## src/rtl/core/whp_pkg.sv

```systemverilog
// Package: types and constants of the WAV header parser.
`default_nettype none

package whp_pkg;

    typedef enum logic [3:0] {
        PH_RIFF   = 4'd0,
        PH_RSIZE  = 4'd1,
        PH_WAVE   = 4'd2,
        PH_FMT    = 4'd3,
        PH_FSIZE  = 4'd4,
        PH_FORMAT = 4'd5,
        PH_CHAN   = 4'd6,
        PH_RATE   = 4'd7,
        PH_BRATE  = 4'd8,
        PH_ALIGN  = 4'd9,
        PH_BITS   = 4'd10,
        PH_TAG    = 4'd11,
        PH_LSIZE  = 4'd12,
        PH_SKIP   = 4'd13,
        PH_DTAG   = 4'd14,
        PH_DSIZE  = 4'd15
    } t_phase;

    localparam logic [3:0] ST_OK        = 4'd0;
    localparam logic [3:0] ST_RIFF_ID   = 4'd1;
    localparam logic [3:0] ST_RIFF_SIZE = 4'd2;
    localparam logic [3:0] ST_WAVE_ID   = 4'd3;
    localparam logic [3:0] ST_FMT_ID    = 4'd4;
    localparam logic [3:0] ST_FMT_SIZE  = 4'd5;
    localparam logic [3:0] ST_FORMAT    = 4'd6;
    localparam logic [3:0] ST_CHANNELS  = 4'd7;
    localparam logic [3:0] ST_BITS      = 4'd8;
    localparam logic [3:0] ST_LIST_SIZE = 4'd9;
    localparam logic [3:0] ST_DATA_ID   = 4'd10;

    localparam logic [31:0] TAG_RIFF = 32'h5249_4646;
    localparam logic [31:0] TAG_WAVE = 32'h5741_5645;
    localparam logic [31:0] TAG_FMT  = 32'h666D_7420;
    localparam logic [31:0] TAG_LIST = 32'h4C49_5354;
    localparam logic [31:0] TAG_DATA = 32'h6461_7461;

    localparam logic [31:0] FMT_CHUNK_SIZE = 32'h0000_0010;
    localparam logic [15:0] FMT_PCM        = 16'h0001;
    localparam logic [31:0] RIFF_HDR_BYTES = 32'd8;
    localparam int unsigned LIST_TAG_END   = 44;

    localparam int unsigned TDATA_W = 128;

    typedef struct packed {
        logic [3:0]  status;
        logic [1:0]  num_channels;
        logic [31:0] sample_hz;
        logic [31:0] byte_rate;
        logic [15:0] block_align;
        logic [4:0]  sample_width;
        logic [31:0] data_size;
        logic [8:0]  header_length;
    } t_result;

endpackage

`default_nettype wire

```

## src/rtl/core/whp_in_reg.sv

```systemverilog
// Input register: holds one accepted header byte until the parser takes it.
`default_nettype none

module whp_in_reg (
    input  wire        i_clk,
    input  wire        i_rst_n,
    input  wire        i_valid,
    output logic       o_ready,
    input  wire  [7:0] i_byte,
    input  wire        i_first,
    output logic       o_valid,
    output logic [7:0] o_byte,
    output logic       o_first,
    input  wire        i_take
);

    logic       r_valid;
    logic [7:0] r_byte;
    logic       r_first;

    assign o_ready = !r_valid || i_take;
    assign o_valid = r_valid;
    assign o_byte  = r_byte;
    assign o_first = r_first;

    always_ff @(posedge i_clk) begin
        if (!i_rst_n) begin
            r_valid <= 1'b0;
        end else if (o_ready) begin
            r_valid <= i_valid;
        end
    end

    always_ff @(posedge i_clk) begin
        if (o_ready && i_valid) begin
            r_byte  <= i_byte;
            r_first <= i_first;
        end
    end

endmodule

`default_nettype wire

```

## src/rtl/core/whp_parser.sv

```systemverilog
// Parser: per-byte field gathering, header checks and result formation.
`default_nettype none

module whp_parser #(
    parameter int unsigned HEADER_LIMIT = 500
) (
    input  wire              i_clk,
    input  wire              i_rst_n,
    input  wire              i_go,
    input  wire  [7:0]       i_byte,
    input  wire              i_first,
    input  wire  [31:0]      i_file_size,
    output logic             o_res_valid,
    output whp_pkg::t_result o_res
);

    import whp_pkg::*;

    localparam int unsigned POS_W = $clog2(HEADER_LIMIT + 8);
    localparam int unsigned SKIP_W = $clog2(HEADER_LIMIT);
    localparam logic [31:0] LIST_MAX = 32'(HEADER_LIMIT - LIST_TAG_END);

    t_phase            r_phase, n_phase, phase_src;
    logic              r_finished;
    logic [1:0]        r_cnt, n_cnt, cnt_src;
    logic [POS_W-1:0]  r_pos, pos_src, pos_next;
    logic [SKIP_W-1:0] r_skip, n_skip, skip_src, skip_dec;
    logic [23:0]       r_gather, gather_src;
    logic [1:0]        r_chan, n_chan, chan_src;
    logic [31:0]       r_srate, n_srate, srate_src;
    logic [31:0]       r_brate, n_brate, brate_src;
    logic [15:0]       r_align, n_align, align_src;
    logic [4:0]        r_bits, n_bits, bits_src;

    logic              active;
    logic [2:0]        field_len;
    logic              field_done;
    logic [31:0]       w, le32;
    logic [15:0]       le16;
    logic              emit;
    logic [3:0]        emit_status;
    logic [31:0]       hlen_wide;

    assign active     = i_go && (i_first || !r_finished);
    assign phase_src  = i_first ? PH_RIFF : r_phase;
    assign cnt_src    = i_first ? 2'd0 : r_cnt;
    assign pos_src    = i_first ? '0 : r_pos;
    assign skip_src   = i_first ? '0 : r_skip;
    assign gather_src = i_first ? 24'd0 : r_gather;
    assign chan_src   = i_first ? 2'd0 : r_chan;
    assign srate_src  = i_first ? 32'd0 : r_srate;
    assign brate_src  = i_first ? 32'd0 : r_brate;
    assign align_src  = i_first ? 16'd0 : r_align;
    assign bits_src   = i_first ? 5'd0 : r_bits;

    assign pos_next = pos_src + 1'b1;
    assign skip_dec = (skip_src != '0) ? skip_src - 1'b1 : '0;
    assign w        = {gather_src, i_byte};
    assign le32     = {w[7:0], w[15:8], w[23:16], w[31:24]};
    assign le16     = {w[7:0], w[15:8]};

    always_comb begin
        case (phase_src)
            PH_FORMAT, PH_CHAN, PH_ALIGN, PH_BITS: field_len = 3'd2;
            PH_SKIP:                               field_len = 3'd1;
            default:                               field_len = 3'd4;
        endcase
    end

    assign field_done = ({1'b0, cnt_src} + 3'd1) == field_len;

    // next state
    always_comb begin
        n_phase     = phase_src;
        n_cnt       = field_done ? 2'd0 : cnt_src + 2'd1;
        n_skip      = skip_src;
        n_chan      = chan_src;
        n_srate     = srate_src;
        n_brate     = brate_src;
        n_align     = align_src;
        n_bits      = bits_src;
        emit        = 1'b0;
        emit_status = ST_OK;
        if (field_done) begin
            unique case (phase_src)
                PH_RIFF: begin
                    if (w != TAG_RIFF) begin
                        emit = 1'b1; emit_status = ST_RIFF_ID;
                    end else begin
                        n_phase = PH_RSIZE;
                    end
                end
                PH_RSIZE: begin
                    if (le32 + RIFF_HDR_BYTES != i_file_size) begin
                        emit = 1'b1; emit_status = ST_RIFF_SIZE;
                    end else begin
                        n_phase = PH_WAVE;
                    end
                end
                PH_WAVE: begin
                    if (w != TAG_WAVE) begin
                        emit = 1'b1; emit_status = ST_WAVE_ID;
                    end else begin
                        n_phase = PH_FMT;
                    end
                end
                PH_FMT: begin
                    if (w != TAG_FMT) begin
                        emit = 1'b1; emit_status = ST_FMT_ID;
                    end else begin
                        n_phase = PH_FSIZE;
                    end
                end
                PH_FSIZE: begin
                    if (le32 != FMT_CHUNK_SIZE) begin
                        emit = 1'b1; emit_status = ST_FMT_SIZE;
                    end else begin
                        n_phase = PH_FORMAT;
                    end
                end
                PH_FORMAT: begin
                    if (le16 != FMT_PCM) begin
                        emit = 1'b1; emit_status = ST_FORMAT;
                    end else begin
                        n_phase = PH_CHAN;
                    end
                end
                PH_CHAN: begin
                    if (le16 != 16'd1 && le16 != 16'd2) begin
                        emit = 1'b1; emit_status = ST_CHANNELS;
                    end else begin
                        n_chan  = le16[1:0];
                        n_phase = PH_RATE;
                    end
                end
                PH_RATE: begin
                    n_srate = le32;
                    n_phase = PH_BRATE;
                end
                PH_BRATE: begin
                    n_brate = le32;
                    n_phase = PH_ALIGN;
                end
                PH_ALIGN: begin
                    n_align = le16;
                    n_phase = PH_BITS;
                end
                PH_BITS: begin
                    if (le16 != 16'd8 && le16 != 16'd16 && le16 != 16'd24) begin
                        emit = 1'b1; emit_status = ST_BITS;
                    end else begin
                        n_bits  = le16[4:0];
                        n_phase = PH_TAG;
                    end
                end
                PH_TAG: begin
                    if (w == TAG_LIST) begin
                        n_phase = PH_LSIZE;
                    end else if (w != TAG_DATA) begin
                        emit = 1'b1; emit_status = ST_DATA_ID;
                    end else begin
                        n_phase = PH_DSIZE;
                    end
                end
                PH_LSIZE: begin
                    if (le32 >= LIST_MAX) begin
                        emit = 1'b1; emit_status = ST_LIST_SIZE;
                    end else begin
                        n_skip  = le32[SKIP_W-1:0];
                        n_phase = (le32 == 32'd0) ? PH_DTAG : PH_SKIP;
                    end
                end
                PH_SKIP: begin
                    n_skip = skip_dec;
                    if (skip_dec == '0) begin
                        n_phase = PH_DTAG;
                    end
                end
                PH_DTAG: begin
                    if (w != TAG_DATA) begin
                        emit = 1'b1; emit_status = ST_DATA_ID;
                    end else begin
                        n_phase = PH_DSIZE;
                    end
                end
                PH_DSIZE: begin
                    emit        = 1'b1;
                    emit_status = ST_OK;
                end
            endcase
        end
    end

    // outputs
    assign hlen_wide = 32'(pos_next);

    always_comb begin
        o_res_valid         = active && emit;
        o_res.status        = emit_status;
        o_res.num_channels  = chan_src;
        o_res.sample_hz     = srate_src;
        o_res.byte_rate     = brate_src;
        o_res.block_align   = align_src;
        o_res.sample_width  = bits_src;
        o_res.data_size     = (emit_status == ST_OK) ? le32 : 32'd0;
        o_res.header_length = (emit_status == ST_OK) ? hlen_wide[8:0] : 9'd0;
    end

    always_ff @(posedge i_clk) begin
        if (!i_rst_n) begin
            r_phase    <= PH_RIFF;
            r_finished <= 1'b1;
            r_cnt      <= 2'd0;
            r_pos      <= '0;
            r_skip     <= '0;
        end else if (active) begin
            r_phase    <= n_phase;
            r_finished <= emit;
            r_cnt      <= n_cnt;
            r_pos      <= pos_next;
            r_skip     <= n_skip;
        end
    end

    always_ff @(posedge i_clk) begin
        if (active) begin
            r_gather <= w[23:0];
            r_chan   <= n_chan;
            r_srate  <= n_srate;
            r_brate  <= n_brate;
            r_align  <= n_align;
            r_bits   <= n_bits;
        end
    end

endmodule

`default_nettype wire

```

## src/rtl/core/whp_out_reg.sv

```systemverilog
// Output register: holds one parse result until the receiver takes it.
`default_nettype none

module whp_out_reg (
    input  wire                              i_clk,
    input  wire                              i_rst_n,
    input  wire                              i_load,
    input  whp_pkg::t_result                 i_res,
    output logic                             o_free,
    output logic                             o_tvalid,
    input  wire                              i_tready,
    output logic [whp_pkg::TDATA_W-1:0]      o_tdata,
    output logic [3:0]                       o_tuser
);

    import whp_pkg::*;

    logic                r_valid;
    logic [TDATA_W-1:0]  r_data;
    logic [3:0]          r_status;

    assign o_free   = !r_valid || i_tready;
    assign o_tvalid = r_valid;
    assign o_tdata  = r_data;
    assign o_tuser  = r_status;

    always_ff @(posedge i_clk) begin
        if (!i_rst_n) begin
            r_valid <= 1'b0;
        end else if (o_free) begin
            r_valid <= i_load;
        end
    end

    always_ff @(posedge i_clk) begin
        if (o_free && i_load) begin
            r_status <= i_res.status;
            r_data   <= {i_res.header_length, i_res.data_size, i_res.sample_width,
                         i_res.block_align, i_res.byte_rate, i_res.sample_hz,
                         i_res.num_channels};
        end
    end

endmodule

`default_nettype wire

```

## src/rtl/core/wav_header_parser_top.sv

```systemverilog
// Top level of the WAV header parser.
//
// Input stream: one header byte per transfer on tdata; tuser high marks the
// first byte of a header and restarts parsing. Bytes without a mark after a
// finished header (or after reset) are dropped.
// Output stream: at most one transfer per header, at the first failed check or after
// the data chunk size; tuser carries the status code, tdata the parsed fields.
// Configuration: i_cfg_we writes the expected file size; write only while idle.
// Throughput: one byte per cycle while the receiver keeps tready high.
// Registers: an accepted byte waits in the input register and is parsed once the
// output register is free, which then takes its result (one register stage in, one out).
// Reset clears the parser; it then waits for a marked first byte, and the
// expected file size returns to zero.
// When the receiver stalls with a result pending, the parser holds; the input register
// keeps at most one waiting byte, and tready stays low while it is full.
`default_nettype none

module wav_header_parser_top #(
    parameter int unsigned HEADER_LIMIT = 500
) (
    input  wire                          i_clk,
    input  wire                          i_rst_n,
    // tdata: [7:0] header_byte
    input  wire  [7:0]                   i_s_axis_tdata,
    // tuser: [0] first_of_header
    input  wire  [0:0]                   i_s_axis_tuser,
    input  wire                          i_s_axis_tvalid,
    output logic                         o_s_axis_tready,
    // tdata: [1:0] num_channels, [33:2] sample_hz, [65:34] byte_rate,
    // [81:66] block_align, [86:82] sample_width, [118:87] data_size,
    // [127:119] header_length
    output logic [whp_pkg::TDATA_W-1:0]  o_m_axis_tdata,
    // tuser: [3:0] status
    output logic [3:0]                   o_m_axis_tuser,
    output logic                         o_m_axis_tvalid,
    input  wire                          i_m_axis_tready,
    input  wire                          i_cfg_we,
    input  wire  [31:0]                  i_cfg_wdata
);

    import whp_pkg::*;

    logic [31:0] r_exp_size;
    logic        in_valid;
    logic [7:0]  in_byte;
    logic        in_first;
    logic        out_free;
    logic        proc_go;
    logic        res_valid;
    t_result     res;

    assign proc_go = in_valid && out_free;

    always_ff @(posedge i_clk) begin
        if (!i_rst_n) begin
            r_exp_size <= 32'd0;
        end else if (i_cfg_we) begin
            r_exp_size <= i_cfg_wdata;
        end
    end

    whp_in_reg u_in_reg (
        .i_clk   (i_clk),
        .i_rst_n (i_rst_n),
        .i_valid (i_s_axis_tvalid),
        .o_ready (o_s_axis_tready),
        .i_byte  (i_s_axis_tdata),
        .i_first (i_s_axis_tuser[0]),
        .o_valid (in_valid),
        .o_byte  (in_byte),
        .o_first (in_first),
        .i_take  (proc_go)
    );

    whp_parser #(
        .HEADER_LIMIT (HEADER_LIMIT)
    ) u_parser (
        .i_clk       (i_clk),
        .i_rst_n     (i_rst_n),
        .i_go        (proc_go),
        .i_byte      (in_byte),
        .i_first     (in_first),
        .i_file_size (r_exp_size),
        .o_res_valid (res_valid),
        .o_res       (res)
    );

    whp_out_reg u_out_reg (
        .i_clk    (i_clk),
        .i_rst_n  (i_rst_n),
        .i_load   (res_valid),
        .i_res    (res),
        .o_free   (out_free),
        .o_tvalid (o_m_axis_tvalid),
        .i_tready (i_m_axis_tready),
        .o_tdata  (o_m_axis_tdata),
        .o_tuser  (o_m_axis_tuser)
    );

    a_status_range: assert property (@(posedge i_clk) disable iff (!i_rst_n)
        o_m_axis_tvalid |-> o_m_axis_tuser <= ST_DATA_ID)
        else $error("status code out of range");

    a_ok_fields: assert property (@(posedge i_clk) disable iff (!i_rst_n)
        (o_m_axis_tvalid && o_m_axis_tuser == ST_OK) |->
            (o_m_axis_tdata[1:0] != 2'd0 && o_m_axis_tdata[86:82] != 5'd0))
        else $error("ok result without channels or sample width");

    a_stall_keeps_byte: assert property (@(posedge i_clk) disable iff (!i_rst_n)
        (in_valid && !proc_go) |=> in_valid)
        else $error("stalled input byte lost");

    a_result_needs_slot: assert property (@(posedge i_clk) disable iff (!i_rst_n)
        res_valid |-> out_free)
        else $error("result formed with output register full");

endmodule

`default_nettype wire

```

## config.mk

```make
export PLATFORM = sky130hd
export DESIGN_NAME = wav_header_parser_top
export DESIGN_NICKNAME = d
export VERILOG_FILES = /design/src/rtl/core/whp_pkg.sv /design/src/rtl/core/whp_in_reg.sv /design/src/rtl/core/whp_parser.sv /design/src/rtl/core/whp_out_reg.sv /design/src/rtl/core/wav_header_parser_top.sv
export SDC_FILE = /design/constraint.sdc
export NUM_CORES = 1
export LEC_CHECK = 0
export BUFFER_PORTS_ARGS = -buffer_cell sky130_fd_sc_hd__buf_2
export CORE_ASPECT_RATIO = 1.5
export CORE_MARGIN = 5
export CORE_UTILIZATION = 50
export DETAILED_ROUTE_END_ITERATION = 16
export PLACE_DENSITY = 0.75
export SETUP_SLACK_MARGIN = 0.05
export SYNTH_ARGS = -nofsm -noshare
export SYNTH_HDL_FRONTEND = slang
export SYNTH_SLANG_ARGS = --single-unit
```

## constraint.sdc

```tcl
create_clock -name i_clk -period 13.8 [get_ports i_clk]
set_clock_uncertainty 0.1 [all_clocks]
set_input_delay 4.14 -clock i_clk [delete_from_list [all_inputs] [get_ports i_clk]]
set_output_delay 4.14 -clock i_clk [all_outputs]
set_load 0.01 [all_outputs]
```

---- Yosys cells after proc, flatten, opt, wreduce, memory -nomap -nowiden ----
Index checks and enable logic that the tools add are counted.
cells by class
  $add $sub $neg .......................... 5
  order comparisons ....................... 1
  equal/unequal tests ..................... 28
  muxes and demuxes ....................... 69
  reduce and logical (&&, ||, !) cells .... 20
operators by type and width
  kind                                                                    number
  32-bit two-way mux                                                      6
  32-bit by 31-bit != test with 1-bit output, second input constant       4
  4-bit two-way mux                                                       19
  4-bit one-hot mux with 15 select lines                                  1
  16-bit two-way mux                                                      3
  9-bit two-way mux                                                       5
  4-bit one-hot mux with 11 select lines                                  1
  32-bit by 4-bit adder with 32-bit output, second input constant         1
  32-bit by 31-bit == test with 1-bit output, second input constant       1
  4-bit == test, second input constant                                    8
  32-bit by 9-bit >= comparator with 1-bit output, second input constant  1
  32-bit logical NOT                                                      1
  16-bit by 5-bit != test with 1-bit output, second input constant        2
  32-bit != test                                                          1
  32-bit by 5-bit != test with 1-bit output, second input constant        1
  24-bit two-way mux                                                      1
  5-bit two-way mux                                                       4
  2-bit two-way mux                                                       9
  9-bit one-hot mux with 2 select lines                                   1
  4-bit by 3-bit == test with 1-bit output, second input constant         4
  16-bit by 1-bit != test with 1-bit output, second input constant        1
  16-bit by 2-bit != test with 1-bit output, second input constant        1
  16-bit by 4-bit != test with 1-bit output, second input constant        1
  1-bit two-way mux                                                       13
  other kinds (17)                                                        33
storage, ports and cells
  register bits ........................... 311
  bits of input ports ..................... 46
  output and inout port bits .............. 134
  logic and storage cells ................. 142

---- Logic depth before layout (Yosys ltp) ----
  depth in word-level cells ............... 9
  depth in mapped cells ................... 19
  depth with buffers taken out ............ 13

---- Modules after synthesis ----
Synthesis repeated with hierarchy kept, for this count alone.
second synthesis, totals
  cells, all modules ...................... 1290
  area, all modules ....................... 15272.1 um^2
by module, submodules not included
  module                 times used  cells each  area an instance (um^2)  sequential area each (um^2)
  whp_parser             1           1035        9673.0                   3833.7
  whp_out_reg            1           137         4021.4                   3983.8
  wav_header_parser_top  1           104         1249.9                   640.6
  whp_in_reg             1           14          327.8                    290.3

---- Worst setup path before layout ----
OpenSTA, ideal clock, no wires.
  path type ............................... in2reg
  start ................................... input i_m_axis_tready
  end ..................................... register u_out_reg.r_data[0] (netlist: u_out_reg.o_tdata[0]), enable pin
  arrival ................................. 13.707 ns
  slack ................................... -0.631 ns
  stages on the path ...................... 6
  cell sequence ........................... nand2b_1 > nand3_1 > inv_1 > clkbuf_1 > nand2_1 > nor2_1
on the way
  word-level cells in the longest chain between the ends .. 5
RTL lines
  what                       line                         text
  start: declaration         wav_header_parser_top.sv:36  input wire i_m_axis_tready,
  1-bit logical OR           whp_out_reg.sv:22            assign o_free = !r_valid || i_tready;
  1-bit logical AND          wav_header_parser_top.sv:52  assign proc_go = in_valid && out_free;
  1-bit logical AND          whp_parser.sv:44             assign active = i_go && (i_first || !r_finished);
  named net u_parser.active  whp_parser.sv:35             logic active;
  1-bit logical AND          whp_parser.sv:198            o_res_valid = active && emit;
  1-bit logical AND          whp_out_reg.sv:36            if (o_free && i_load) begin
  end signal: assignment     whp_out_reg.sv:38            r_data <= {i_res.header_length, i_res.data_size, i_res.sample_width,
  end: declaration           whp_out_reg.sv:19            logic [TDATA_W-1:0] r_data;
The timed path passes the listed nets, and every way through them passes these cells.
A chain may end at the register's enable or synchronous reset.

---- Worst setup path in the final report ----
  start ................................... input i_m_axis_tready
  end ..................................... output o_s_axis_tready
on the way
  word-level cells in the longest chain between the ends .. 3
RTL lines
  what               line                         text
  1-bit logical OR   whp_out_reg.sv:22
  1-bit logical AND  wav_header_parser_top.sv:52
  1-bit logical OR   whp_in_reg.sv:21             assign o_ready = !r_valid || i_take;
  end: declaration   wav_header_parser_top.sv:28  output logic o_s_axis_tready,
No other way between the ends.

==> metrics.txt <==
sw power 0.463 mW; Synth cell types 78; DR vias/cell roughly 5.8; leading area contributor after synthesis edfxtp_1; CTS tree done; final-report hold violation count 0; final max-slew violation count 0; worst reg2reg endpoint u_out_reg.o_tuser[1]; Post-synth EDFFs ~250; critical path startpoint i_m_axis_tready; Initial Utilization 50.7%; fmax 112 MHz; CP Launch Type input port; Die X ~150 µm; Hold/Removal Path Class flip-flop to flip-flop; die area ~0.034 mm²; setup TNS 0 ns; diode count 0; initial antenna violation count 1; Gate Count Post-Synth between 1000 and 1500; Register Area 0.00875 mm²; Crit. End Element primary output; share of the synthesized area in the top cell type around 50%; TritonCTS Buffers 28; PwrDens around 120 mW/mm²; P_int 1.55 mW; ys async rst share 0%; DRT iter0 DRCs ~1000; Routed WL per cell 21.6 µm; period utilization 64.7%; delay of the slowest critical-path stage 0.20 ns; vias in the first global route 10600; ranking of synthesized cells by area edfxtp_1 50%, dfxtp_1 7.9%, nor2b_1 6.1%, mux2_2 5.3%, mux2i_1 2.6%; worst vdd ir 0.0977 mV; cell depth of the worst setup path 4; Max-Slew Margin vs Limit 28.6%; hold wc startpoint u_parser.r_cnt[1]; clock network power share 40.3%; FILL cells 2443; RSZ-0062 raised after global routing false; maxcap violations 0; worst path required time roughly 9.6 ns; Critical Path Fanout Max 3; flop and latch count out of synthesis 311; Data arrival, critical path 4.68 ns; Top Family by Delay on Critical Path simple AND/OR/NAND/NOR gates; antenna-violating nets left 0; worst-path cell chain buf_2 -> nor2b_1 -> nand2_1 -> buf_2; Reg2Reg Setup Slack ~8 ns; layout cells sized above 1 between 20% and 30%; Sw Share 23.1%; Least-Margin Pin Slew 1.07 ns; Clock Sink Count slightly above 300; critical path class input port to primary output; crit-path most repeated cell buf_2; Leak Pwr 6.20 nW; grt total ovfl 0; syn avg cell area about 12 µm²; post-CTS setup buffers 0; r2r startpoint u_in_reg.o_first; Vias 10600; gr usage total between 20% and 30%; Max Root-Sink Buffers 3; Row Count 77; Logic pwr share 6.7%; top_reg_cell synth edfxtp_1; status finished, final reports clean; CP endpoint o_s_axis_tready; WHS between 0.3 and 0.4 ns; Period minus WS final 8.92 ns; synth warn 0; largest net degree at the start of global routing 172; Root Buffer clkbuf_16; Reg clk slew, reported paths 0.07 ns; first-pass GRT wire length 60.6 mm; Port Buffer Count between 150 and 200; placed instance area approximately 0.016 mm²; Final Core Density 57.7%; die height between 200 and 250 µm; gpl congestion 0.940; Pre-Repair DR Iteration Count 9; WL final ~40 mm; post-synth net total 1319; worst path buffer plus inverter count 2; DPL Wire Length 26.4 mm; CTS H-tree lvls 1; Worst-Skew Late Latency approximately 0.58 ns; Core Region just under 0.03 mm²; synthesis-to-finish area growth 13.8%; CTS resizes 0; fin nets 1452; Final Cell Area 0.0171 mm²; slowest stage cell, crit path nor2b_1; post-synthesis sequential area ratio 58.3%; share of power burned in registers 53.0%; hold_buf cts 0; DRC 0; endpoints failing setup 0; Multi-input gate area approximately 0.0058 mm²; # IOs between 150 and 200; FF-to-FF path depth 15; mapped cell area approximately 0.015 mm²
area by class of cell:
type | count | share of cell area, %
Clock buffer | 31 | 4.17
Multi-Input combinational cell | 845 | 33.9
Tap cell | 395 | 2.90
Timing Repair Buffer | 187 | 5.68
Clock inverter | 21 | 1.48
Inverter | 28 | 0.631
Sequential cell | 311 | 51.3
synth_stat cells, drive strengths merged (11+ instances only):
master	instances
a21oi	19
a31oi	13
and2	17
buf	30
clkbuf	54
dfxtp	59
edfxtp	252
inv	28
mux2	70
mux2i	39
nand2	86
nand2b	21
nand3	27
nand4	22
nor2	81
nor2b	146
nor3	34
nor4	16
o21ai	49
or3	11
xnor2	42
xor2	13
worst min path at each step:
stage	endpoint	slack [ns]	cells past startpoint
after global routing	u_parser.r_finished	0.40	2
after floorplan	u_parser.r_gather[2]	0.32	0
after CTS	u_parser.r_cnt[1]	0.38	2
after detailed placement	u_parser.r_cnt[1]	0.37	2
final	u_parser.r_cnt[1]	0.37	2
after global placement	u_parser.r_cnt[1]	0.35	2
sequential cells by signal, summed over array words and instances, names as in the netlist, 2 cells and up:
register	count
r_exp_size	32
u_in_reg.o_byte	8
u_out_reg.o_tdata	128
u_out_reg.o_tuser	4
u_parser.r_align	16
u_parser.r_bits	5
u_parser.r_brate	32
u_parser.r_chan	2
u_parser.r_cnt	2
u_parser.r_gather	24
u_parser.r_phase	4
u_parser.r_pos	9
u_parser.r_skip	9
u_parser.r_srate	32
per-layer routing:
layer,track usage (%),share of wire [%]
met4,9.05,3.9
met1,28.9,38
met3,3.31,6.9
met2,40.0,51
met5,0,0
logic make-up (layout without fill, tap and decap cells):
kind of cell / count (synthesis) / count (layout) / share of synthesized area, %
DFF: 311 / 311 / 58.3
muxes: 109 / 109 / 7.86
and+or+nand+nor: 521 / 521 / 19.9
xor gates and xnor gates: 56 / 56 / 3.36
AOI/OAI and AO/OA: 154 / 154 / 6.94
buffers and inverters: 112 / 267 / 3.20
adders and majority gates: 5 / 5 / 0.417
cells in the final DEF (no fill, tap or decap), drive strengths merged, types with 6 or more instances in the layout:
cell / instances
and3: 9
inv: 31
nand4: 22
mux2i: 39
xnor2: 42
nand4b: 8
clkinv: 12
and2: 17
nor3b: 6
clkbuf: 31
xor2: 13
nand3: 27
a21oi: 19
nor2b: 146
buf: 187
o21ai: 49
a31oi: 13
o21a: 6
a211oi: 6
o22ai: 9
dfxtp: 59
nor2: 81
a21boi: 8
and4: 6
nand2b: 21
or3: 11
nor4: 16
nand2: 86
nor3: 34
a22oi: 8
edfxtp: 252
mux2: 70
worst reg2reg max path: cells and delay by family (launching register included):
family / cells / cell delay (ns)
AOI/OAI and AO/OA: 2 / 0.54
DFF: 1 / 0.45
and+or+nand+nor: 8 / 2.09
adders and majority gates: 1 / 0.38
buffers and inverters: 4 / 1.98
per-stage QoR:
stage,total power [mW],setup slack [ns],cells
final,2.01,4.88,1818
after global routing,2.09,4.81,1818
after CTS,2.02,4.89,1818
after detailed placement,1.22,4.90,1766
after global placement,1.21,4.91,1766
after floorplan,1.17,1.51,1268
power groups by stage:
stage | logic, mW | clock network, mW | registers (mW)
CTS | 0.133 | 0.824 | 1.06
detailed placement | 0.132 | 0 | 1.08
global route | 0.146 | 0.873 | 1.07
finish | 0.134 | 0.811 | 1.07
global placement | 0.129 | 0 | 1.08
floorplan | 0.105 | 0 | 1.07
(Power assumes the default switching activity.)
